[src/sv/packet_filter_rate_limiter_unit_assert.svh]
// Assertion macros shared by the rate limiter RTL.
// No dependencies.
`ifndef PACKET_FILTER_RATE_LIMITER_UNIT_ASSERT_SVH
`define PACKET_FILTER_RATE_LIMITER_UNIT_ASSERT_SVH
`define PFRL_ASSERT_IMPL(label, clk, rst, ante, cons) \
   label: assert property (@(posedge clk) disable iff (rst) (ante) |-> (cons)) \
      else $error("assertion failed");
`define PFRL_ASSERT_NEXT(label, clk, rst, ante, cons) \
   label: assert property (@(posedge clk) disable iff (rst) (ante) |=> (cons)) \
      else $error("assertion failed");
`endif

[src/sv/pfrl_pkg.sv]
// Shared types and constants for the packet filter rate limiter.
// No dependencies.
package pfrl_pkg;
   localparam logic [1:0] ACT_PACKET = 2'd0;
   localparam logic [1:0] ACT_DENY   = 2'd1;
   localparam logic [1:0] ACT_RULE   = 2'd2;
   localparam logic [1:0] ACT_NOP    = 2'd3;

   localparam logic [2:0] CAUSE_OK     = 3'd0;
   localparam logic [2:0] CAUSE_NONIP  = 3'd1;
   localparam logic [2:0] CAUSE_TRUNC  = 3'd2;
   localparam logic [2:0] CAUSE_DENY   = 3'd3;
   localparam logic [2:0] CAUSE_PORT   = 3'd4;
   localparam logic [2:0] CAUSE_RATE   = 3'd5;
   localparam logic [2:0] CAUSE_WRITE  = 3'd6;

   localparam logic [0:0] CSR_TOKEN_PERIOD = 1'd0;
   localparam logic [0:0] CSR_BUCKET_SIZE  = 1'd1;

   localparam logic [15:0] ETHERTYPE_IPV4 = 16'h0800;
   localparam logic [7:0]  PROTO_TCP = 8'd6;
   localparam logic [7:0]  PROTO_UDP = 8'd17;

   typedef struct packed {
      logic [1:0]  action;
      logic [15:0] frame_length;
      logic [15:0] ethertype;
      logic [3:0]  header_words;
      logic [7:0]  protocol;
      logic [31:0] src_ip;
      logic [31:0] dst_ip;
      logic [15:0] dest_port;
      logic [63:0] now_ns;
      logic [5:0]  slot;
      logic        enable;
      logic        permit;
   } req_type;

   typedef struct packed {
      logic        verdict;
      logic [2:0]  cause;
      logic [15:0] tokens_left;
      logic [63:0] pass_total;
      logic [63:0] drop_total;
   } rsp_type;

   typedef struct packed {
      logic [0:0]  index;
      logic [31:0] data;
   } csr_type;

   typedef struct packed {
      logic start;
      logic busy;
   } div_ctl_type;
endpackage

[src/sv/pfrl_div.sv]
// Restoring 64/32 divider, one quotient bit per cycle.
// Depends on pfrl_pkg.
`include "packet_filter_rate_limiter_unit_assert.svh"
module pfrl_div import pfrl_pkg::*; (
   input  logic        clock,
   input  logic        reset,
   input  logic        start,
   input  logic [63:0] dividend,
   input  logic [31:0] divisor,
   output div_ctl_type ctl,
   output logic [63:0] quotient
);
   logic [63:0] quo_ff, quo_in;
   logic [32:0] rem_ff, rem_in;
   logic [31:0] dvs_ff, dvs_in;
   logic [6:0]  cnt_ff, cnt_in;
   logic        busy_ff, busy_in;
   logic [32:0] trial;

   always_comb begin
      quo_in = quo_ff;
      rem_in = rem_ff;
      dvs_in = dvs_ff;
      cnt_in = cnt_ff;
      busy_in = busy_ff;
      trial = {rem_ff[31:0], quo_ff[63]} - {1'b0, dvs_ff};
      if (start) begin
         quo_in = dividend;
         rem_in = '0;
         dvs_in = (divisor == 32'd0) ? 32'd1 : divisor;
         cnt_in = 7'd64;
         busy_in = 1'b1;
      end else if (busy_ff) begin
         if (!trial[32]) begin
            rem_in = trial;
            quo_in = {quo_ff[62:0], 1'b1};
         end else begin
            rem_in = {rem_ff[31:0], quo_ff[63]};
            quo_in = {quo_ff[62:0], 1'b0};
         end
         cnt_in = cnt_ff - 7'd1;
         if (cnt_ff == 7'd1) busy_in = 1'b0;
      end
   end

   always_ff @(posedge clock) begin
      quo_ff <= quo_in;
      rem_ff <= rem_in;
      dvs_ff <= dvs_in;
      if (reset) begin
         cnt_ff <= '0;
         busy_ff <= 1'b0;
      end else begin
         cnt_ff <= cnt_in;
         busy_ff <= busy_in;
      end
   end

   assign ctl.start = start;
   assign ctl.busy = busy_ff;
   assign quotient = quo_ff;

   `PFRL_ASSERT_NEXT(a_div_start, clock, reset, start, busy_ff && cnt_ff == 7'd64)
   `PFRL_ASSERT_IMPL(a_div_cnt, clock, reset, busy_ff, cnt_ff != 7'd0)
   `PFRL_ASSERT_IMPL(a_div_rem, clock, reset, busy_ff, rem_ff < {1'b0, dvs_ff})
endmodule

[config.mk]
export PLATFORM = sky130hd
export DESIGN_NAME = pfrl_div
export DESIGN_NICKNAME = d
export VERILOG_FILES = /design/src/sv/pfrl_pkg.sv /design/src/sv/pfrl_div.sv
export VERILOG_INCLUDE_DIRS = /design/src /design/src/sv
export SDC_FILE = /design/constraint.sdc
export NUM_CORES = 1
export LEC_CHECK = 0
export ABC_CLOCK_PERIOD_IN_PS = 2800
export BUFFER_PORTS_ARGS = -buffer_cell sky130_fd_sc_hd__buf_4
export CAP_MARGIN = 20
export CORE_ASPECT_RATIO = 1.75
export CORE_MARGIN = 8
export CORE_UTILIZATION = 50
export DETAILED_ROUTE_END_ITERATION = 8
export PLACE_DENSITY = 0.84
export SYNTH_ARGS = -nofsm -noshare
export SYNTH_HDL_FRONTEND = slang
export SYNTH_SLANG_ARGS = --single-unit
[constraint.sdc]
create_clock -name clock -period 2.8 [get_ports clock]
set_input_delay 0.14 -clock clock [delete_from_list [all_inputs] [get_ports clock]]
set_output_delay 0.14 -clock clock [all_outputs]
set_load 0.005 [all_outputs]
**Yosys cells after proc, flatten, opt, wreduce, memory -nomap -nowiden**

Index checks and enable logic that the tools add are counted.

- Memory bits (read-only): 0
- Word-level logic and storage cells: 21
- Register bits: 136
- Output and inout bits: 66
- Input port bits: 99
- RAM bits: 0
- Latch bits: 0
- Memories: 0

- $add $sub $neg: 2
- Multipliers: 0
- Shift-type cells: 0
- Multiplexer cells: 9
- Eq/ne operators: 1
- Order comparisons: 0
- Div/mod/pow operators: 0
- Reductions and logical operators: 3
- Bitwise gates (word level): 0

Operators with widths:

| operator | count |
|---|---|
| two-way mux 64 bit | 2 |
| subtractor 33 x 32 -> 33 bit | 1 |
| logical NOT 32 bit | 1 |
| two-way mux 32 bit | 1 |
| two-way mux 7 bit | 2 |
| equality test 7 x 1 -> 1 bit, second input constant | 1 |
| subtractor 7 x 1 -> 7 bit, second input constant | 1 |
| two-way mux 1 bit | 4 |
| nonzero test 2 bit | 1 |
| OR reduction 2 bit | 1 |

**Logic depth before layout (Yosys ltp)**

Gate-level depths: netlist of the first run.

- Depth in word-level cells: 4
- Gate-level depth with buffers: 14
- Mapped depth without buffers: 12

**Least setup slack after synthesis of the first run**

OpenSTA, ideal clock, no wires.

- Path kind: reg2reg
- From: register quo_ff[63] (netlist: quotient[63])
- To: register rem_ff[30]
- Library setup time: 0.091 ns
- Data arrival time: 2.603 ns
- Clock period less this slack: 2.694 ns
- Path buffers: 0
- Data required time: 2.709 ns
- Stages on the path, launching flop included: 13
- Slack: 0.106 ns
- Cell sequence: edfxtp_1 > inv_1 > ha_1 > fa_1 > nor2b_1 > o31a_1 > a31oi_1 > a211o_1 > a32oi_2 > a311oi_1 > o21ai_1 > xnor2_1 > a311oi_1

- Longest elaborated chain between the ends: 2

Ends and longest elaborated chain:

| what | line | text |
|---|---|---|
| start, declared | pfrl_div.sv:13 | `logic [63:0] quo_ff, quo_in;` |
| start signal, assigned | pfrl_div.sv:47 | `quo_ff <= quo_in;` |
| subtractor 33 x 32 -> 33 bit | pfrl_div.sv:26 | `trial = {rem_ff[31:0], quo_ff[63]} - {1'b0, dvs_ff};` |
| two-way mux 32 bit | pfrl_div.sv:34 | `if (!trial[32]) begin` |
| end signal, assigned | pfrl_div.sv:48 | `rem_ff <= rem_in;` |
| end, declared | pfrl_div.sv:14 | `logic [32:0] rem_ff, rem_in;` |

Every way passes these cells.
A chain may end at the register's enable or synchronous reset.

**Worst setup path after layout of the first run**

- From: register quo_ff[63] (netlist: quotient[63])
- To: register rem_ff[4]

The elaborated chain is that of the path after synthesis.

==> results.cfg, run 1 <==
[pwr]
finalPower_uw = 6630
power_density_nw_per_um2 = 635
vdd_drop_max_uv = 502
p_leak_uw = 0.00431

[floorplan]
std_cell_rows = 60
start_util_pct = 50.4
dieArea_um2 = 19700
die_w_um = 109
io_pins = 165
die_height_um = 180
core_um2 = 15200

[yosys]
synth_area_per_cell_um2 = 10.4
netlist_top_cells_area = edfxtp_1 (38%), dfxtp_1 (10%), mux2_2 (9.4%)
ys_warn_count = 0
yosysMostFrequentCell = edfxtp_1
ys_dominant_reg_cell = edfxtp_1
synth_seq_area_share_pct = 48.2
synth_edf_count = 96
synth_largest_area_cell = edfxtp_1
synthArstFlopShare_pct = 0
netlist_instances = 733
synth_common_cells = edfxtp_1 (96), nor2_1 (70), mux2_2 (64)
synth_cell_types = 60
syn_area_um2 = 7640
synth_seq_cells = 136
synth_top_area_share_pct = 37.7
synth_nets = 867

[status]
status = complete, no violations

[setup_path]
r2r_end = rem_ff[4]
cp.arrival_ns = 3.12
critPathKind = register to register
r2r_slack_ns = 0.02
start_kind = register
cp-end-kind = register
crit_path_max_fanout = 11
ff2ff_path_depth = 14
cp.required_ns = 3.13
reg2reg_from = quotient[63]

[run]
max-cap-violations = 0

[clocking]
cts_root_buf = clkbuf_16
path_clk_slew_ns = 0.07
clock_sinks = 136
htree_levels = 4
tritoncts = yes
clockBufferDepth = 2
numCtsBuffers = 17
worst_skew_pair.late_latency_ns = 0.42

[timing]
max_freq_mhz = 359
rsz0062_at_grt = true
fin_ws_ns = 0.0177
hold_violations = 0
worstMarginPinSlew_ns = 0.641
min_period_ns = 2.78
slew-limit-headroom_pct = 56.9
finalSetupViolCount = 0
fin_crit_sh_pct = 99.4
maxSlewViolCount = 0
fin_skew_ns = 0.0100

[detailed_routing]
dr.pass1.iters = 5
drt.antenna.violating_nets = 0
drc = 0
drt_iter0_markers = 308
vias_per_cell = 5.82
wirelength_um = 22600
vias = 6580
wl_per_cell_um = 20.0

[worst_hold_path]
hold_depth = 2
hp-class = input port to register
min-delay-start = dividend[57]
holdPathEnd = quotient[57]

[cells_and_area]
antennaDiodeCount = 0
fin_nets = 1065
fin_cells = 1130
area_growth_pct = 36.6
finish.utilization_pct = 68.8
drive_above_1_share_pct = 39.5

[global_routing]
grt_pass1_wl_um = 35300
grt_pass1_vias = 7098
antenna_found_initial = 0
grt_max_degree = 65
grt_overflow = 0
grtUsageTotal_pct = 23.0

[place]
port_buffers = 164
place.gp.congestion = 0.959
dpl_worst_slack_ns = -0.0632
dp_cells = 1051
place_hpwl_um = 16200
## worst max-delay path by stage
stage                            start          to  slack [ns]  cells after the start
final                     quotient[63]   rem_ff[4]        0.02                     14
after global routing      quotient[63]   rem_ff[2]       -0.16                     14
after CTS                 quotient[63]  rem_ff[25]       0.008                     14
after detailed placement  quotient[63]  rem_ff[30]       -0.06                     12
after global placement    quotient[63]  rem_ff[30]       0.009                     12
after floorplan           quotient[63]  rem_ff[30]        0.11                     12
## flip-flops by register name, indices dropped and copies added (netlist names)
signal,flops
quotient,64
dvs_ff,32
rem_ff,32
cnt_ff,7
busy_ff,1
## stage by stage
stage          hold WS (ns)  instance area (µm²)  setup TNS (ns)
2_1_floorplan         0.212                 7640               0
3_3_place_gp          0.314                 9140               0
3_5_place_dp          0.317                 9140          -0.104
4_1_cts             0.00497                10200               0
5_1_grt              0.0102                10400           -3.45
6_report             0.0172                10400               0
## area by class of cell
class                      count  area, µm²
inverter                      47        179
fill                        1056       4730
clock inverter                15        189
clock buffer                  17        425
timing repair buffer         246       2040
tap                          186        233
sequential                   136       3680
multi-input combinational    483       3690
## power breakdown
part	internal, µW	leakage (µW)	switching [µW]
registers	2380	0.00129	133
logic	864	0.00272	884
clock network	1420	0.000298	941
## critical path, stage by stage (launching register included)
cell,delay [ns]
edfxtp_1,0.34
inv_1,0.05
ha_2,0.19
fa_2,0.39
nor2b_2,0.15
o31a_1,0.20
o211ai_1,0.17
a21oi_2,0.19
o21ai_2,0.11
xor2_4,0.18
buf_6,0.15
buf_12,0.15
a211oi_2,0.16
a21oi_1,0.06
a211oi_1,0.19
## routing by layer
layer	wire [µm]	up-vias	track usage (%)	share of wire [%]
li1	-	3032	-	-
met2	11800	291	40.4	52
met4	1240	0	13.6	5.5
met1	7700	3185	22.0	34
met5	0	-	0	0
met3	1880	72	8.02	8.3
## cells in the final DEF (no fill, tap or decap), drive strengths merged, types with 4 or more instances in the layout
cell	netlist	layout
nor3	10	10
o21ai	29	29
nand3b	4	4
o211ai	5	5
dfxtp	40	40
mux2i	6	6
nor2b	8	8
a31oi	7	7
buf	12	212
ha	34	34
nand2b	7	7
o21a	4	4
a211oi	27	27
nand3	5	5
edfxtp	96	96
nor4	10	10
nand2	41	41
xor2	9	9
nor2	70	70
inv	46	53
o21bai	7	7
a21oi	60	60
clkinv	1	5
mux2	64	64
xnor2	24	24
a21o	5	5
nand4	9	9
dlygate4sd3	0	33
clkbuf	55	18
## logic make-up (layout without fill, tap and decap cells)
family / Yosys count / count (layout) / synth area share [%]
AND/OR/NAND/NOR: 177 / 177 / 10.8
AO/OA/AOI/OAI: 168 / 168 / 15.0
XOR/XNOR: 33 / 33 / 3.88
buffers and inverters: 114 / 325 / 6.11
multiplexers: 70 / 70 / 10.2
flip-flops: 136 / 136 / 48.2
adder cells (fa/ha/maj): 35 / 35 / 5.83
## timing repair
item	in CTS	in global routing
cloned	1	1
hold buffers	33	0
buffers inserted	8	5
pin swaps	11	27
setup endpoints to repair	17	33
resized for setup	11	45
endpoints found under the hold margin	34	0
(Power assumes the default switching activity.)
==> run 2, diff against run 1 <==
CORE_UTILIZATION = 28   (was 50)
PLACE_DENSITY = 0.55   (was 0.84)
==> run 2 against run 1 <==
Via count is 0.44% lower. Routed wire length is 10% higher. Critical path type unchanged. Sequential share of layout area is 2.8 points lower. Clock skew is 0.0031 ns lower. Clock power hardly changed.
==> results.cfg, run 2 (synthesis results as in run 1) <==
[setup_path]
cp.arrival_ns = 3.13
crit_path_max_fanout = 3
r2r_end = rem_ff[30]
path_cells = inv_1, ha_2, fa_2, nor2b_4, o31a_1, a31oi_2, a211o_1, a32oi_4, a311oi_2, o21ai_1, xnor2_1, a311oi_1
reg2reg_from = quotient[63]
ff2ff_path_depth = 12
r2r_slack_ns = 0.02
cp_top_family = compound AO/OA/AOI/OAI gates
start_kind = register
path_buf_inv = 1
critPathKind = register to register
crit_slowest_cell = edfxtp_1
cpPeakStageDelay_ns = 0.38
cp-end-kind = register
crit_cells = 12
cp.required_ns = 3.15

[global_routing]
antenna_found_initial = 0
grtUsageTotal_pct = 14.9
grt_overflow = 0
grt_pass1_wl_um = 37600
grt_max_degree = 55
grt_pass1_vias = 7104

[place]
place.gp.congestion = 0.876
dpl_cell_area_um2 = 9380
place_hpwl_um = 18000
port_buffers = 164
dpl_worst_slack_ns = -0.127
dp_cells = 1203

[floorplan]
dieArea_um2 = 33000
io_pins = 165
die_height_um = 235
std_cell_rows = 80
die_w_um = 141
core_um2 = 27000
start_util_pct = 28.3

[cells_and_area]
n_fill_cell = 2602
drive_above_1_share_pct = 38.6
final_common_cell = buf_4
fin_nets = 1129
area_growth_pct = 48.1
mostFrequentLayoutCells = buf_4 (208), edfxtp_1 (96), dlygate4sd3_1 (90)
largest_register_ffs = 64
antennaDiodeCount = 0
fin_area_um2 = 11300
fin_cells = 1336

[clocking]
cts_root_buf = clkbuf_16
numCtsBuffers = 17
htree_levels = 4
clockBufferDepth = 2
tritoncts = yes
path_clk_slew_ns = 0.06
clock_sinks = 136
worst_skew_pair.late_latency_ns = 0.44

[pwr]
vdd_drop_max_uv = 461
clkPwrFrac_pct = 34.6
power_density_nw_per_um2 = 597
comb_power_share_pct = 28.2
power_frac_seq_pct = 37.3
p_leak_uw = 0.00462
power.share.switching_pct = 29.8
p_switching_uw = 2010
p_int_uw = 4750

[timing]
tns_ns = 0
max_freq_mhz = 360
finalSetupViolCount = 0
fin_skew_ns = 0.00692
fin_ws_ns = 0.0240
rsz0062_at_grt = true
min_period_ns = 2.78
slew-limit-headroom_pct = 53.9
maxSlewViolCount = 0
worstMarginPinSlew_ns = 0.684
whs_ns = 0.0165
fin_crit_sh_pct = 99.1
hold_violations = 0

[worst_hold_path]
min-delay-start = dividend[0]
hp-class = input port to register
hold_depth = 3
holdPathEnd = quotient[0]

[detailed_routing]
vias_per_cell = 4.90
wirelength_um = 24900
dr.pass1.iters = 4
drt.antenna.violating_nets = 0
drt_iter0_markers = 267
vias = 6551
wl_per_cell_um = 18.7
drc = 0

[status]
status = complete, no violations

[run]
max-cap-violations = 0
==> run 2: per-stage QoR <==
stage	utilization [%]	power [µW]
after floorplan	-	3440
after global placement	34.7	4100
after detailed placement	34.7	4100
after CTS	40.5	6590
after global routing	41.9	7060
final	41.9	6760
==> run 2: power groups by stage <==
stage | sequential, µW | combinational (µW) | clock (µW)
after floorplan | 2510 | 927 | 0
after global placement | 2550 | 1540 | 0
after detailed placement | 2550 | 1550 | 0
after CTS | 2520 | 1680 | 2390
after global routing | 2540 | 2060 | 2460
final | 2520 | 1900 | 2330
==> run 2: timing repair <==
item / in CTS / in global routing
buffers inserted: 2 / 5
hold buffers: 90 / 0
gates cloned: 0 / 4
pin swaps: 8 / 24
endpoints found under the setup margin: 19 / 33
gates resized for setup: 13 / 55
hold endpoints to repair: 91 / 0
==> run 2: final cells by class <==
cell class	count	area [µm²]	area share (%)
tap	328	410	3.63
sequential	136	3680	32.6
timing repair buffer	310	2690	23.8
multi-input combinational	483	3740	33.1
clock inverter	13	141	1.25
inverter	47	184	1.63
clock buffer	19	464	4.10
==> run 2: metal layers <==
metal	routed length, µm	up-vias	share of wire (%)	GRT usage, %
li1	-	3164	-	-
met1	8660	3124	35	13.2
met2	13500	205	54	28.2
met3	1590	58	6.4	5.06
met4	1190	0	4.8	9.51
met5	0	-	0	0
==> run 2: worst max-delay path by stage <==
stage	startpoint	end	slack [ns]
floorplan	quotient[63]	rem_ff[30]	0.11
global placement	quotient[63]	rem_ff[30]	-0.1
detailed placement	quotient[63]	rem_ff[30]	-0.13
CTS	quotient[63]	rem_ff[20]	-0.04
global route	quotient[63]	rem_ff[30]	-0.23
finish	quotient[63]	rem_ff[30]	0.02
==> run 2: worst min-delay path: cells and delay by family <==
| family | cells | cell delay [ns] |
|---|---|---|
| AOI/OAI and AO/OA | 1 | 0.07 |
| buffers and inverters | 1 | 0.09 |
| and+or+nand+nor | 1 | 0.04 |
==> run 3, diff against run 2 <==
REMOVE_ABC_BUFFERS = 1   (was unset)
==> run 3 against run 2 <==
The flow now finishes with violations (negative setup slack). Design area shrank 1.9%. Fmax shrank 4.0%. Clock power is essentially flat. First-iteration DRC count shrank 15%. Critical path type unchanged. Critical endpoint is now rem_ff[25]. Largest power group unchanged. Highest routed layer unchanged.
==> results.cfg, run 3 (synthesis results as in run 1) <==
[setup_path]
cp.arrival_ns = 3.20
crit_top_cell = a21oi_2
crit_slowest_cell = edfxtp_1
reg2reg_from = dvs_ff[0]
cp.required_ns = 3.11
critPathKind = register to register
ff2ff_path_depth = 14
r2r_slack_ns = -0.09
path_cells = ha_4, fa_2, nor2b_2, o31a_1, buf_4, o211ai_1, a21oi_2, o21ai_2, xor2_4, buf_12, clkbuf_16, a21oi_2, a21boi_2, nor3_2
cpPeakStageDelay_ns = 0.41
r2r_end = rem_ff[25]
cp-end-kind = register
crit_path_max_fanout = 4
start_kind = register

[floorplan]
die_w_um = 141
core_um2 = 27000
io_pins = 165
start_util_pct = 28.3
die_height_um = 235
dieArea_um2 = 33000
std_cell_rows = 80

[detailed_routing]
wl_per_cell_um = 17.1
drt.antenna.violating_nets = 0
vias = 6411
dr.pass1.iters = 4
drt_iter0_markers = 227
wirelength_um = 22700
drc = 0
vias_per_cell = 4.81

[cells_and_area]
final_common_cell = buf_4
fin_cells = 1332
largest_register_ffs = 64
n_fill_cell = 2592
fin_area_um2 = 11100
fin_nets = 1123
mostFrequentLayoutCells = buf_4 (204), edfxtp_1 (96), dlygate4sd3_1 (91)
drive_above_1_share_pct = 35.2
area_growth_pct = 45.2

[timing]
slew-limit-headroom_pct = 56.1
min_period_ns = 2.89
fin_ws_ns = -0.0912
hold_violations = 0
fin_crit_sh_pct = 103
worstMarginPinSlew_ns = 0.652
rsz0062_at_grt = true
fin_skew_ns = 0.00912
max_freq_mhz = 346
maxSlewViolCount = 0
finalSetupViolCount = 27

[place]
port_buffers = 164
place.gp.congestion = 0.864
place_hpwl_um = 16500
dpl_cell_area_um2 = 9350
dpl_worst_slack_ns = -0.205
dp_cells = 1199

[clocking]
htree_levels = 4
numCtsBuffers = 17
path_clk_slew_ns = 0.06
cts_root_buf = clkbuf_16
clockBufferDepth = 2
tritoncts = yes
clock_sinks = 136
worst_skew_pair.late_latency_ns = 0.43

[worst_hold_path]
hold_depth = 2
holdPathEnd = quotient[39]
hp-class = input port to register
min-delay-start = dividend[39]

[run]
max-cap-violations = 0

[pwr]
finalPower_uw = 6580
vdd_drop_max_uv = 524
p_leak_uw = 0.00454
power_density_nw_per_um2 = 593

[global_routing]
grt_pass1_vias = 7008
grt_overflow = 0
grt_max_degree = 62
antenna_found_initial = 1
grtUsageTotal_pct = 14.0
grt_pass1_wl_um = 36000

[status]
violations = negative setup slack
status = finished, violations left
## run 3: worst max-delay path by stage
stage                       startpoint         end  slack, ns  cells past startpoint
after floorplan           quotient[63]  rem_ff[16]      -0.77                     12
after global placement    quotient[63]  rem_ff[30]      -0.13                     12
after detailed placement  quotient[63]  rem_ff[30]      -0.21                     12
after CTS                 quotient[63]  rem_ff[30]      -0.13                     15
after global routing      quotient[63]  rem_ff[25]      -0.28                     15
final                        dvs_ff[0]  rem_ff[25]      -0.09                     14
## run 3: area by class of cell
cell class / count / area [µm²] / area share [%]
clock inverters: 10 / 154 / 1.39
multi-input cells: 483 / 3600 / 32.4
repair buffers: 304 / 2620 / 23.6
clock buffers: 22 / 444 / 4.00
diodes: 2 / 5.00 / 0.0451
flip-flops and latches: 136 / 3680 / 33.2
inverters: 47 / 181 / 1.63
well taps: 328 / 410 / 3.70
## run 3: timing repair
item	in CTS	in global routing
buffers inserted	5	2
endpoints found under the hold margin	92	0
resized for setup	17	17
cloned	1	1
pin swaps	11	15
setup endpoints to repair	32	33
hold buffers	91	0
## run 3: worst max-delay path, delay by kind of cell (launching register included)
family	cells	cell delay (ns)
adders and majority gates	2	0.59
buffers and inverters	3	0.45
xor gates and xnor gates	1	0.21
AOI/OAI and AO/OA	6	0.93
DFF	1	0.41
and+or+nand+nor	2	0.18
## run 3: through the flow
stage	hold slack [ns]	setup TNS, ns	utilization [%]
floorplan	0.205	-23.85	-
global placement	0.312	-0.873	34.6
detailed placement	0.316	-2.35	34.6
CTS	0.00344	-2.10	40.6
global route	0.0168	-6.67	41.1
finish	0.0255	-0.922	41.1
## run 3: per-layer routing
metal	vias to the layer above	GRT usage [%]	routed length [µm]
li1	3151	-	-
met1	3033	12.8	7900
met2	177	26.6	12500
met3	50	4.57	1270
met4	0	7.73	1030
met5	-	0	0
## run 3: report_power, final
group	internal, µW	leakage (µW)	switching [µW]
combinational	900	0.00296	851
clock	1480	0.000296	856
sequential	2380	0.00129	112
total	4760	0.00454	1820
